`src/rtl/mjdc_pkg.sv`:
```
// Shared widths, constants, reciprocal factors and pipeline control type for the MJD converter.
package mjdc_pkg;

    // Field widths
    localparam int MJD_W      = 23;
    localparam int FRAC_IN_W  = 32;
    localparam int DAY_W      = 5;
    localparam int MONTH_W    = 4;
    localparam int YEAR_W     = 15;
    localparam int HOUR_W     = 5;
    localparam int MINUTE_W   = 6;
    localparam int SECOND_W   = 6;
    localparam int SEC_FRAC_W = 16;

    // Number of bits of the day fraction that carry weight (1 unit = 2^-FRACTION_BITS day)
    localparam int FRACTION_BITS = 32;
    localparam int FRAC_USED     = (FRACTION_BITS < FRAC_IN_W) ? FRACTION_BITS : FRAC_IN_W;
    // 86400 s * 2^16 = 675 * 2^23, so the tick count is frac * 675 scaled by 2^(23 - FRACTION_BITS)
    localparam int TOD_SHL   = (FRACTION_BITS <= 23) ? (23 - FRACTION_BITS) : 0;
    localparam int TOD_SHR   = (FRACTION_BITS > 23) ? (FRACTION_BITS - 23) : 0;
    localparam int TOD_P_W   = FRAC_USED + 10 + TOD_SHL;
    localparam int TICK_W    = 33;   // 2^-16 s ticks in a day stay below 675 * 2^23
    localparam int SEC_DAY_W = 17;   // whole seconds of the day, below 86400
    localparam int MIN_DAY_W = 11;   // whole minutes of the day, below 1440

    // Pipeline depth shared by the control and both datapaths
    localparam int NUM_STAGES = 8;

    // Day number limits
    localparam logic signed [MJD_W-1:0] MJD_LOW       = -23'sd2400000;
    localparam logic signed [MJD_W-1:0] MJD_HIGH      = 23'sd2973483;
    // JD 2299161 expressed as a modified day number
    localparam logic signed [MJD_W-1:0] MJD_GREGORIAN = -23'sd100840;

    // Internal widths of the date path
    localparam int JD_W   = 23;
    localparam int NUMB_W = 24;
    localparam int B_W    = 7;
    localparam int C_W    = 23;
    localparam int NUMD_W = 30;
    localparam int D_W    = 14;
    localparam int CE_W   = 9;
    localparam int F_W    = 4;

    // Reciprocal factors: floor(x / k) = (x * ceil(2^n / k)) >> n, exact while x * k <= 2^n
    localparam int B_SHIFT   = 42;
    localparam int B_RECIP_W = 25;
    localparam logic [B_RECIP_W-1:0] B_RECIP =
        B_RECIP_W'(((64'd1 << B_SHIFT) + 64'd146096) / 64'd146097);

    localparam int D_SHIFT   = 45;
    localparam int D_RECIP_W = 30;
    localparam logic [D_RECIP_W-1:0] D_RECIP =
        D_RECIP_W'(((64'd1 << D_SHIFT) + 64'd36524) / 64'd36525);

    // Folds the factor 10000 of the month step into the reciprocal of 306001
    localparam int F_SHIFT   = 41;
    localparam int F_RECIP_W = 37;
    localparam logic [F_RECIP_W-1:0] F_RECIP =
        F_RECIP_W'(64'd10000 * (((64'd1 << F_SHIFT) + 64'd306000) / 64'd306001));

    localparam int M_SHIFT   = 23;
    localparam int M_RECIP_W = 18;
    localparam logic [M_RECIP_W-1:0] M_RECIP =
        M_RECIP_W'(((64'd1 << M_SHIFT) + 64'd59) / 64'd60);

    localparam int H_SHIFT   = 17;
    localparam int H_RECIP_W = 12;
    localparam logic [H_RECIP_W-1:0] H_RECIP =
        H_RECIP_W'(((64'd1 << H_SHIFT) + 64'd59) / 64'd60);

    typedef struct packed {
        logic [NUM_STAGES-1:0] adv;
    } pipe_ctrl_t;

    typedef struct packed {
        logic [HOUR_W-1:0]     hour;
        logic [MINUTE_W-1:0]   minute;
        logic [SECOND_W-1:0]   second;
        logic [SEC_FRAC_W-1:0] frac;
    } tod_t;

    // floor(30.6001 * f): day offset of the start of the shifted month f
    function automatic logic [CE_W-1:0] month_start(input logic [F_W-1:0] f);
        logic [CE_W-1:0] off;
        unique case (f)
            4'd1:    off = 9'd30;
            4'd2:    off = 9'd61;
            4'd3:    off = 9'd91;
            4'd4:    off = 9'd122;
            4'd5:    off = 9'd153;
            4'd6:    off = 9'd183;
            4'd7:    off = 9'd214;
            4'd8:    off = 9'd244;
            4'd9:    off = 9'd275;
            4'd10:   off = 9'd306;
            4'd11:   off = 9'd336;
            4'd12:   off = 9'd367;
            4'd13:   off = 9'd397;
            4'd14:   off = 9'd428;
            4'd15:   off = 9'd459;
            default: off = 9'd0;
        endcase
        return off;
    endfunction

endpackage

```
`src/rtl/mjdc_ifs.sv`:
```
// Request and result channel interfaces of the MJD converter.
interface mjdc_req_if
    import mjdc_pkg::*;
();
    logic                        valid;
    logic                        ready;
    logic signed [MJD_W-1:0]     mjd_day;
    logic        [FRAC_IN_W-1:0] day_fraction;

    modport source (output valid, output mjd_day, output day_fraction, input ready);
    modport sink   (input valid, input mjd_day, input day_fraction, output ready);
endinterface

interface mjdc_res_if
    import mjdc_pkg::*;
();
    logic                         valid;
    logic                         ready;
    logic        [DAY_W-1:0]      day_of_month;
    logic        [MONTH_W-1:0]    month_number;
    logic signed [YEAR_W-1:0]     year_number;
    logic        [HOUR_W-1:0]     hour_of_day;
    logic        [MINUTE_W-1:0]   minute_of_hour;
    logic        [SECOND_W-1:0]   second_of_minute;
    logic        [SEC_FRAC_W-1:0] second_fraction;
    logic                         range_error;

    modport source (
        output valid, output day_of_month, output month_number, output year_number,
        output hour_of_day, output minute_of_hour, output second_of_minute,
        output second_fraction, output range_error, input ready
    );
    modport sink (
        input valid, input day_of_month, input month_number, input year_number,
        input hour_of_day, input minute_of_hour, input second_of_minute,
        input second_fraction, input range_error, output ready
    );
endinterface

```
`src/rtl/mjdc_date_pipe.sv`:
```
// Pipelined day-number to calendar-date datapath of the MJD converter.
module mjdc_date_pipe
    import mjdc_pkg::*;
(
    input  logic                     clk,
    input  pipe_ctrl_t               ctrl,
    input  logic signed [MJD_W-1:0]  mjd_day,
    output logic        [DAY_W-1:0]  day_of_month,
    output logic        [MONTH_W-1:0] month_number,
    output logic signed [YEAR_W-1:0] year_number,
    output logic                     range_error
);

    logic signed [MJD_W+1:0] mjd_wide;

    logic [JD_W-1:0]   s0_jd_reg,   s0_jd_next;
    logic [NUMB_W-1:0] s0_numb_reg, s0_numb_next;
    logic              s0_greg_reg, s0_greg_next;
    logic              s0_err_reg,  s0_err_next;

    logic [NUMB_W+B_RECIP_W-1:0] b_prod;
    logic [JD_W-1:0] s1_jd_reg;
    logic [B_W-1:0]  s1_b_reg, s1_b_next;
    logic            s1_greg_reg;
    logic            s1_err_reg;

    logic [C_W-1:0] s2_c_reg, s2_c_next;
    logic           s2_err_reg;

    logic [NUMD_W-1:0] s3_numd_reg, s3_numd_next;
    logic [C_W-1:0]    s3_c_reg;
    logic              s3_err_reg;

    logic [NUMD_W+D_RECIP_W-1:0] d_prod;
    logic [D_W-1:0] s4_d_reg, s4_d_next;
    logic [C_W-1:0] s4_c_reg;
    logic           s4_err_reg;

    logic [C_W-1:0]  year_start;
    logic [CE_W-1:0] s5_ce_reg, s5_ce_next;
    logic [D_W-1:0]  s5_d_reg;
    logic            s5_err_reg;

    logic [CE_W+F_RECIP_W-1:0] f_prod;
    logic [F_W-1:0]  s6_f_reg, s6_f_next;
    logic [CE_W-1:0] s6_ce_reg;
    logic [D_W-1:0]  s6_d_reg;
    logic            s6_err_reg;

    logic        [DAY_W-1:0]   day_reg,   day_next;
    logic        [MONTH_W-1:0] month_reg, month_next;
    logic        [YEAR_W-1:0]  year_reg,  year_next;
    logic                      err_reg;

    // Stage 0: day number, Gregorian numerator, range check
    always_comb
    begin
        mjd_wide     = {{2{mjd_day[MJD_W-1]}}, mjd_day};
        s0_jd_next   = JD_W'(mjd_wide + 25'sd2400001);
        // 4*JD - 7468865 taken straight from the modified day
        s0_numb_next = NUMB_W'((mjd_wide <<< 2) + 25'sd2131139);
        s0_greg_next = (mjd_day >= MJD_GREGORIAN);
        s0_err_next  = (mjd_day < MJD_LOW) || (mjd_day > MJD_HIGH);
    end

    // Stage 1: centuries correction
    always_comb
    begin
        b_prod    = (NUMB_W+B_RECIP_W)'(s0_numb_reg) * (NUMB_W+B_RECIP_W)'(B_RECIP);
        s1_b_next = B_W'(b_prod >> B_SHIFT);
    end

    // Stage 2: shifted day count
    always_comb
    begin
        if (s1_greg_reg)
        begin
            s2_c_next = C_W'(s1_jd_reg + C_W'(s1_b_reg) - C_W'(s1_b_reg >> 2) + 23'd1525);
        end
        else
        begin
            s2_c_next = C_W'(s1_jd_reg + 23'd1524);
        end
    end

    // Stage 3: year numerator
    always_comb
    begin
        s3_numd_next = NUMD_W'(NUMD_W'(s2_c_reg) * 30'd100 - 30'd12210);
    end

    // Stage 4: year count
    always_comb
    begin
        d_prod    = (NUMD_W+D_RECIP_W)'(s3_numd_reg) * (NUMD_W+D_RECIP_W)'(D_RECIP);
        s4_d_next = D_W'(d_prod >> D_SHIFT);
    end

    // Stage 5: day within the shifted year
    always_comb
    begin
        year_start = C_W'(C_W'(s4_d_reg) * 23'd365 + C_W'(s4_d_reg >> 2));
        s5_ce_next = CE_W'(s4_c_reg - year_start);
    end

    // Stage 6: shifted month
    always_comb
    begin
        f_prod    = (CE_W+F_RECIP_W)'(s5_ce_reg) * (CE_W+F_RECIP_W)'(F_RECIP);
        s6_f_next = F_W'(f_prod >> F_SHIFT);
    end

    // Stage 7: civil day, month and year; zero them on a range error
    always_comb
    begin
        day_next = DAY_W'(s6_ce_reg - month_start(s6_f_reg));
        if (s6_f_reg < 4'd14)
        begin
            month_next = MONTH_W'(s6_f_reg - 4'd1);
        end
        else
        begin
            month_next = MONTH_W'(s6_f_reg - 4'd13);
        end
        year_next = YEAR_W'(YEAR_W'(s6_d_reg) - 15'd4715 - YEAR_W'(month_next > 4'd2));
        if (s6_err_reg)
        begin
            day_next   = '0;
            month_next = '0;
            year_next  = '0;
        end
    end

    always_ff @(posedge clk)
    begin
        if (ctrl.adv[0])
        begin
            s0_jd_reg   <= s0_jd_next;
            s0_numb_reg <= s0_numb_next;
            s0_greg_reg <= s0_greg_next;
            s0_err_reg  <= s0_err_next;
        end
        if (ctrl.adv[1])
        begin
            s1_jd_reg   <= s0_jd_reg;
            s1_b_reg    <= s1_b_next;
            s1_greg_reg <= s0_greg_reg;
            s1_err_reg  <= s0_err_reg;
        end
        if (ctrl.adv[2])
        begin
            s2_c_reg   <= s2_c_next;
            s2_err_reg <= s1_err_reg;
        end
        if (ctrl.adv[3])
        begin
            s3_numd_reg <= s3_numd_next;
            s3_c_reg    <= s2_c_reg;
            s3_err_reg  <= s2_err_reg;
        end
        if (ctrl.adv[4])
        begin
            s4_d_reg   <= s4_d_next;
            s4_c_reg   <= s3_c_reg;
            s4_err_reg <= s3_err_reg;
        end
        if (ctrl.adv[5])
        begin
            s5_ce_reg  <= s5_ce_next;
            s5_d_reg   <= s4_d_reg;
            s5_err_reg <= s4_err_reg;
        end
        if (ctrl.adv[6])
        begin
            s6_f_reg   <= s6_f_next;
            s6_ce_reg  <= s5_ce_reg;
            s6_d_reg   <= s5_d_reg;
            s6_err_reg <= s5_err_reg;
        end
        if (ctrl.adv[7])
        begin
            day_reg   <= day_next;
            month_reg <= month_next;
            year_reg  <= year_next;
            err_reg   <= s6_err_reg;
        end
    end

    assign day_of_month = day_reg;
    assign month_number = month_reg;
    assign year_number  = $signed(year_reg);
    assign range_error  = err_reg;

endmodule

```
`src/rtl/mjdc_tod_pipe.sv`:
```
// Pipelined day-fraction to time-of-day datapath of the MJD converter.
module mjdc_tod_pipe
    import mjdc_pkg::*;
(
    input  logic                  clk,
    input  pipe_ctrl_t            ctrl,
    input  logic [FRAC_IN_W-1:0]  day_fraction,
    output tod_t                  tod
);

    logic [TOD_P_W-1:0] ticks_wide;
    logic [TICK_W-1:0]  s0_ticks_reg, s0_ticks_next;

    logic [SEC_DAY_W+M_RECIP_W-1:0] m_prod;
    logic [SEC_DAY_W-1:0]  s1_sec_reg;
    logic [MIN_DAY_W-1:0]  s1_min_reg, s1_min_next;
    logic [SEC_FRAC_W-1:0] s1_frac_reg;

    logic [MIN_DAY_W+H_RECIP_W-1:0] h_prod;
    logic [HOUR_W-1:0]     s2_hour_reg, s2_hour_next;
    logic [SECOND_W-1:0]   s2_second_reg, s2_second_next;
    logic [MIN_DAY_W-1:0]  s2_min_reg;
    logic [SEC_FRAC_W-1:0] s2_frac_reg;

    tod_t s3_tod_next;
    tod_t s3_tod_reg, s4_tod_reg, s5_tod_reg, s6_tod_reg, s7_tod_reg;

    // Stage 0: scale the fraction to 2^-16 s ticks
    always_comb
    begin
        ticks_wide    = TOD_P_W'(TOD_P_W'(day_fraction[FRAC_USED-1:0]) * 10'd675) << TOD_SHL;
        s0_ticks_next = TICK_W'(ticks_wide >> TOD_SHR);
    end

    // Stage 1: whole minutes of the day
    always_comb
    begin
        m_prod = (SEC_DAY_W+M_RECIP_W)'(s0_ticks_reg[TICK_W-1:SEC_FRAC_W])
               * (SEC_DAY_W+M_RECIP_W)'(M_RECIP);
        s1_min_next = MIN_DAY_W'(m_prod >> M_SHIFT);
    end

    // Stage 2: hour and second
    always_comb
    begin
        h_prod         = (MIN_DAY_W+H_RECIP_W)'(s1_min_reg) * (MIN_DAY_W+H_RECIP_W)'(H_RECIP);
        s2_hour_next   = HOUR_W'(h_prod >> H_SHIFT);
        s2_second_next = SECOND_W'(s1_sec_reg - SEC_DAY_W'(s1_min_reg) * 17'd60);
    end

    // Stage 3: minute within the hour
    always_comb
    begin
        s3_tod_next.hour   = s2_hour_reg;
        s3_tod_next.minute = MINUTE_W'(s2_min_reg - MIN_DAY_W'(s2_hour_reg) * 11'd60);
        s3_tod_next.second = s2_second_reg;
        s3_tod_next.frac   = s2_frac_reg;
    end

    always_ff @(posedge clk)
    begin
        if (ctrl.adv[0])
        begin
            s0_ticks_reg <= s0_ticks_next;
        end
        if (ctrl.adv[1])
        begin
            s1_sec_reg  <= s0_ticks_reg[TICK_W-1:SEC_FRAC_W];
            s1_min_reg  <= s1_min_next;
            s1_frac_reg <= s0_ticks_reg[SEC_FRAC_W-1:0];
        end
        if (ctrl.adv[2])
        begin
            s2_hour_reg   <= s2_hour_next;
            s2_second_reg <= s2_second_next;
            s2_min_reg    <= s1_min_reg;
            s2_frac_reg   <= s1_frac_reg;
        end
        if (ctrl.adv[3])
        begin
            s3_tod_reg <= s3_tod_next;
        end
        // Hold the finished time alongside the date path
        if (ctrl.adv[4])
        begin
            s4_tod_reg <= s3_tod_reg;
        end
        if (ctrl.adv[5])
        begin
            s5_tod_reg <= s4_tod_reg;
        end
        if (ctrl.adv[6])
        begin
            s6_tod_reg <= s5_tod_reg;
        end
        if (ctrl.adv[7])
        begin
            s7_tod_reg <= s6_tod_reg;
        end
    end

    assign tod = s7_tod_reg;

endmodule

```
`src/rtl/mjd_to_calendar_date_time.sv`:
```
// Top level of the modified Julian day to civil date and time-of-day converter.
// Each request carries a whole modified Julian day and a binary fraction of the day; the
// block returns day, month and astronomical year (Julian calendar before JD 2299161,
// Gregorian from then on) together with hour, minute, second and a 2^-16 s fraction. A day
// outside -2400000..2973483 raises range_error and zeroes the date fields, while the time
// fields are still given. The block keeps no state between requests: it is an eight-stage
// pipeline that takes one request per clock unless a stalled result backs up its stages, and
// presents each result from the register of its last stage. The stage depth is set by the
// reciprocal multiplications that stand in for the divisions by 146097, 36525, 30.6001
// and 60, each multiplier with a register after it; the widest is the 30 by 30 bit
// product of the year count. Every stage has its own valid bit and moves on when it is
// empty or the stage after it moves, so bubbles close up and a stalled result holds in
// the output stage while earlier stages keep filling. No clearing pass is needed after
// reset: only the valid bits are reset.
module mjd_to_calendar_date_time
    import mjdc_pkg::*;
(
    input  logic          clk,
    input  logic          rst_n,
    mjdc_req_if.sink      req,
    mjdc_res_if.source    res
);

    logic [NUM_STAGES-1:0] v_reg;
    pipe_ctrl_t            ctrl;
    tod_t                  tod;

    // Advance a stage when it is empty or the stage after it advances
    always_comb
    begin
        ctrl.adv[NUM_STAGES-1] = !v_reg[NUM_STAGES-1] || res.ready;
        for (int i = NUM_STAGES - 2; i >= 0; i--)
        begin
            ctrl.adv[i] = !v_reg[i] || ctrl.adv[i+1];
        end
    end

    // Valid bits travel with the data
    always_ff @(posedge clk or negedge rst_n)
    begin
        if (!rst_n)
        begin
            v_reg <= '0;
        end
        else
        begin
            if (ctrl.adv[0])
            begin
                v_reg[0] <= req.valid;
            end
            for (int i = 1; i < NUM_STAGES; i++)
            begin
                if (ctrl.adv[i])
                begin
                    v_reg[i] <= v_reg[i-1];
                end
            end
        end
    end

    assign req.ready = ctrl.adv[0];
    assign res.valid = v_reg[NUM_STAGES-1];

    mjdc_date_pipe u_date (
        .clk          (clk),
        .ctrl         (ctrl),
        .mjd_day      (req.mjd_day),
        .day_of_month (res.day_of_month),
        .month_number (res.month_number),
        .year_number  (res.year_number),
        .range_error  (res.range_error)
    );

    mjdc_tod_pipe u_tod (
        .clk          (clk),
        .ctrl         (ctrl),
        .day_fraction (req.day_fraction),
        .tod          (tod)
    );

    assign res.hour_of_day      = tod.hour;
    assign res.minute_of_hour   = tod.minute;
    assign res.second_of_minute = tod.second;
    assign res.second_fraction  = tod.frac;

    // Occupancy changes only with a request taken or a result delivered
    a_occupancy_held: assert property (@(posedge clk) disable iff (!rst_n)
        (!(req.valid && req.ready) && !(res.valid && res.ready))
        |=> ($countones(v_reg) == $past($countones(v_reg))))
        else $error("pipeline occupancy changed without a transfer");

    // A request taken lands in the first stage
    a_request_lands: assert property (@(posedge clk) disable iff (!rst_n)
        (req.valid && req.ready) |=> v_reg[0])
        else $error("accepted request missing from first stage");

    // An out-of-range day leaves the date fields cleared
    a_range_zero: assert property (@(posedge clk) disable iff (!rst_n)
        (res.valid && res.range_error)
        |-> (res.day_of_month == '0 && res.month_number == '0 && res.year_number == '0))
        else $error("date fields not cleared on range error");

    // A day in range gives a real day and month
    a_date_bounds: assert property (@(posedge clk) disable iff (!rst_n)
        (res.valid && !res.range_error)
        |-> (res.day_of_month >= 5'd1 && res.day_of_month <= 5'd31
             && res.month_number >= 4'd1 && res.month_number <= 4'd12))
        else $error("day or month out of bounds");

    // Time of day stays within its bounds
    a_time_bounds: assert property (@(posedge clk) disable iff (!rst_n)
        res.valid |-> (res.hour_of_day <= 5'd23 && res.minute_of_hour <= 6'd59
                       && res.second_of_minute <= 6'd59))
        else $error("time of day out of bounds");

endmodule
```
`src/flat_wrapper.sv`:
```
// flat-port wrapper written by rule: the top's interface ports become plain ports
module mjd_to_calendar_date_time_flat import mjdc_pkg::*;
  (clk, rst_n, req_valid, req_mjd_day, req_day_fraction, req_ready, res_valid, res_day_of_month, res_month_number, res_year_number, res_hour_of_day, res_minute_of_hour, res_second_of_minute, res_second_fraction, res_range_error, res_ready);
  mjdc_req_if req_i ();
  mjdc_res_if res_i ();
  input  logic clk;
  input  logic rst_n;
  input wire logic [$bits(req_i.valid)-1:0] req_valid;
  input wire logic [$bits(req_i.mjd_day)-1:0] req_mjd_day;
  input wire logic [$bits(req_i.day_fraction)-1:0] req_day_fraction;
  output wire logic [$bits(req_i.ready)-1:0] req_ready;
  output wire logic [$bits(res_i.valid)-1:0] res_valid;
  output wire logic [$bits(res_i.day_of_month)-1:0] res_day_of_month;
  output wire logic [$bits(res_i.month_number)-1:0] res_month_number;
  output wire logic [$bits(res_i.year_number)-1:0] res_year_number;
  output wire logic [$bits(res_i.hour_of_day)-1:0] res_hour_of_day;
  output wire logic [$bits(res_i.minute_of_hour)-1:0] res_minute_of_hour;
  output wire logic [$bits(res_i.second_of_minute)-1:0] res_second_of_minute;
  output wire logic [$bits(res_i.second_fraction)-1:0] res_second_fraction;
  output wire logic [$bits(res_i.range_error)-1:0] res_range_error;
  input wire logic [$bits(res_i.ready)-1:0] res_ready;
  assign req_i.valid = req_valid;
  assign req_i.mjd_day = req_mjd_day;
  assign req_i.day_fraction = req_day_fraction;
  assign req_ready = req_i.ready;
  assign res_valid = res_i.valid;
  assign res_day_of_month = res_i.day_of_month;
  assign res_month_number = res_i.month_number;
  assign res_year_number = res_i.year_number;
  assign res_hour_of_day = res_i.hour_of_day;
  assign res_minute_of_hour = res_i.minute_of_hour;
  assign res_second_of_minute = res_i.second_of_minute;
  assign res_second_fraction = res_i.second_fraction;
  assign res_range_error = res_i.range_error;
  assign res_i.ready = res_ready;
  mjd_to_calendar_date_time u_core (.clk(clk), .rst_n(rst_n), .req(req_i), .res(res_i));
endmodule
```
`config.mk`:
```
export PLATFORM = sky130hd
export DESIGN_NAME = mjd_to_calendar_date_time_flat
export DESIGN_NICKNAME = d
export VERILOG_FILES = /design/src/rtl/mjdc_pkg.sv /design/src/rtl/mjdc_ifs.sv /design/src/rtl/mjdc_date_pipe.sv /design/src/rtl/mjdc_tod_pipe.sv /design/src/rtl/mjd_to_calendar_date_time.sv /design/src/flat_wrapper.sv
export SDC_FILE = /design/constraint.sdc
export NUM_CORES = 2
export LEC_CHECK = 0
export BUFFER_PORTS_ARGS = -buffer_cell sky130_fd_sc_hd__buf_2
export CAP_MARGIN = 20
export CELL_PAD_IN_SITES_DETAIL_PLACEMENT = 0
export CELL_PAD_IN_SITES_GLOBAL_PLACEMENT = 2
export CORE_MARGIN = 8
export CORE_UTILIZATION = 46
export CTS_BUF_LIST = sky130_fd_sc_hd__clkbuf_4 sky130_fd_sc_hd__clkbuf_8
export DETAILED_ROUTE_END_ITERATION = 10
export HOLD_SLACK_MARGIN = 0.03
export PLACE_DENSITY = 0.84
export RECOVER_POWER = 50
export SLEW_MARGIN = 10
export SYNTH_ARGS = -nofsm -noshare
export SYNTH_HDL_FRONTEND = slang
export SYNTH_SLANG_ARGS = --single-unit
```
`constraint.sdc`:
```
create_clock -name clk -period 8.6 [get_ports clk]
set_input_delay 0.43 -clock clk [delete_from_list [all_inputs] [get_ports clk]]
set_output_delay 0.43 -clock clk [all_outputs]
set_load 0.02 [all_outputs]
```
==> impl_metrics.env <==
export IMPL_syn_area_um2=60300
export IMPL_rsz0062_at_grt="false"
export IMPL_drc_errors=0
export IMPL_io_pins=119
export IMPL_finalHoldViolations=0
export IMPL_wirelength_um=133000
export IMPL_cts_tree="done"
export IMPL_yosysWarnings=0
export IMPL_startpoint_type="flip-flop"
export IMPL_max_slew_margin_pct=-120
export IMPL_final_layout_size_suffix_gt1_share_pct=4.63
export IMPL_yosys_most_used_dff="edfxtp_1"
export IMPL_cts_sinks=515
export IMPL_async_flop_share_pct=1.55
export IMPL_synth_edff_count=502
export IMPL_syn_area_per_cell_um2=11.2
export IMPL_cts_buffers=89
export IMPL_ctsLongestPathBuffers=3
export IMPL_fin_skew_ns=0.0493
export IMPL_clk_pin_slew_ns=0.06
export IMPL_cts_root_buffer="clkbuf_8"
export IMPL_slew_viol_final=120
export IMPL_fmax_mhz=127
export IMPL_wl_per_cell_um=17.9
export IMPL_crit_arrival_ns=8.35
export IMPL_start_util_pct=46.1
export IMPL_post_cts_resized=0
export IMPL_firstDrtPassIters=5
export IMPL_synth_distinct_cells=81
export IMPL_syn_inst=5362
export IMPL_outcome="finished with violations"
export IMPL_grt_max_degree=69
export IMPL_yosysTopAreaCell="fa_1"
export IMPL_grt_ovfl_total=0
export IMPL_crit_fanout=10
export IMPL_synth_top_area_share_pct=27.0
export IMPL_vias_per_cell=4.85
export IMPL_portBuffers=118
export IMPL_synth_common_cells="inv_1 (1568), ha_1 (1158), fa_1 (814), edfxtp_1 (502), xnor2_1 (170)"
export IMPL_die_h_um=378
export IMPL_min_period_over_period_pct=91.7
export IMPL_std_cell_rows=133
export IMPL_post_cts_buffers=0
export IMPL_design_core_area_um2=131000
export IMPL_antenna_left=0
export IMPL_setup_tns_ns=0
export IMPL_critPathRequiredTime_ns=9.07
export IMPL_fin_crit_ns=7.88
export IMPL_worstSetupPathType="flip-flop to flip-flop"
export IMPL_worst_setup_path_end_kind="flip-flop"
export IMPL_vias=35900
export IMPL_final_nets=7618
export IMPL_ys_seq_area_share_pct=25.5
export IMPL_cap_violations=2
export IMPL_cts_hold_buf=16
export IMPL_gp_congestion=0.940
export IMPL_dp_hpwl_um=115000
export IMPL_grt_pass1_wl_um=212000
export IMPL_grt_pass1_vias=38900
export IMPL_drt_iter0_markers=1612
export IMPL_syn_num_nets=7393
export IMPL_ys_ff_latch=515
export IMPL_cts_htree_levels=3
export IMPL_violations="max-capacitance violations, max-slew violations"
export IMPL_tightestPinTransition_ns=3.30
export IMPL_synth_most_common_cell="inv_1"
export IMPL_synthToLayoutAreaGrowth_pct=8.12
export IMPL_antenna_found_initial=4
export IMPL_die_area_um2=143000
export IMPL_clkLatencyLatePin_ns=0.75
export IMPL_grtUsageTotal_pct=19.0
export IMPL_die_w_um=378
export IMPL_setup_viol=0
export IMPL_synth_area_leaders="fa_1 (27%), edfxtp_1 (25%), ha_1 (24%)"
export IMPL_worstHoldPathType="input pin to flip-flop"
critical path, stage by stage (launching register included):
cell and delay [ns]:
edfxtp_1 0.61, fa_1 0.61, inv_1 0.08, fa_1 0.51, fa_1 0.52, fa_1 0.56, fa_1 0.55, inv_1 0.05
fa_1 0.53, inv_1 0.05, fa_1 0.63, inv_1 0.07, ha_1 0.30, ha_1 0.34, a21o_1 0.17, a21o_1 0.16
a21oi_1 0.14, nor2_1 0.06, o32ai_1 0.31, a21boi_0 0.14, buf_4 0.18, a311o_1 0.41, a211oi_1 0.36, o21bai_1 0.12
xor2_1 0.16
stage by stage:
step | util (%) | hold slack [ns] | instances | worst slack, ns | area (um2)
2_1_floorplan | - | 0.134 | 5362 | 1.38 | 60300
3_3_place_gp | 48.3 | 0.285 | 7234 | 0.811 | 63200
3_5_place_dp | 48.3 | 0.287 | 7234 | 0.722 | 63200
4_1_cts | 49.9 | 0.0341 | 7410 | 0.660 | 65300
5_1_grt | 49.8 | 0.0862 | 7412 | 0.308 | 65200
6_report | 49.8 | 0.134 | 7412 | 0.717 | 65200
final timing paths:
path,endpoint,depth (start not counted),slack [ns],from
min in group asynchronous,u_core.v_reg[5],3,0.70,rst_n
min reg2reg,u_core.u_tod.s5_tod_reg[10],0,0.38,u_core.u_tod.s4_tod_reg[10]
min,u_core.u_date.s0_numb_reg[20],2,0.13,req_mjd_day[18]
max reg2reg,u_core.u_date.s4_d_reg[12],24,0.72,u_core.u_date.s3_numd_reg[10]
max,u_core.u_date.s4_d_reg[12],24,0.72,u_core.u_date.s3_numd_reg[10]
max in group asynchronous,u_core.v_reg[1],3,7.57,rst_n
kinds of logic (layout without fill, tap and decap cells):
group	Yosys count	after routing	share of synthesized area, %
AO/OA/AOI/OAI	493	493	5.36
XOR/XNOR	249	249	3.62
other	0	1	0
buffers and inverters	1596	1890	9.95
AND/OR/NAND/NOR	526	526	4.29
flip-flops	515	515	25.5
adder cells (fa/ha/maj)	1972	1972	51.1
multiplexers	11	11	0.214
routing by layer:
layer,vias up,global-route usage [%],part of all wire (%)
met5,-,0,0
met4,0,4.80,2.5
met3,168,3.41,4.8
met2,588,31.2,46
met1,17600,26.0,46
li1,17600,-,-
final cells by class:
| class | instances | area, um2 |
|---|---|---|
| Inverter | 1568 | 5890 |
| Sequential cell | 515 | 15400 |
| Fill cell | 12000 | 65600 |
| Tap cell | 1755 | 2200 |
| Multi-Input combinational cell | 3251 | 38900 |
| Antenna cell | 1 | 2.50 |
| Clock inverter | 51 | 529 |
| Timing Repair Buffer | 162 | 866 |
| Clock buffer | 109 | 1380 |
layout by cell type, fill, tap and decap left out, types with 32 or more instances in the layout:
master / Yosys / final
buf_2: 1 / 54
clkbuf_8: 0 / 90
nor3_1: 32 / 32
a21oi_1: 141 / 141
nand2_1: 110 / 108
ha_1: 1158 / 1158
a21o_1: 73 / 73
xor2_1: 79 / 79
xnor2_1: 170 / 170
fa_1: 814 / 814
clkbuf_1: 26 / 68
o21ai_0: 100 / 100
edfxtp_1: 502 / 502
nor2_1: 162 / 162
inv_1: 1568 / 1567
nand3_1: 52 / 50
Power is left out: the tool's default activity adds up to more than one toggle a clock period on the data nets, which glitch-free logic cannot reach.
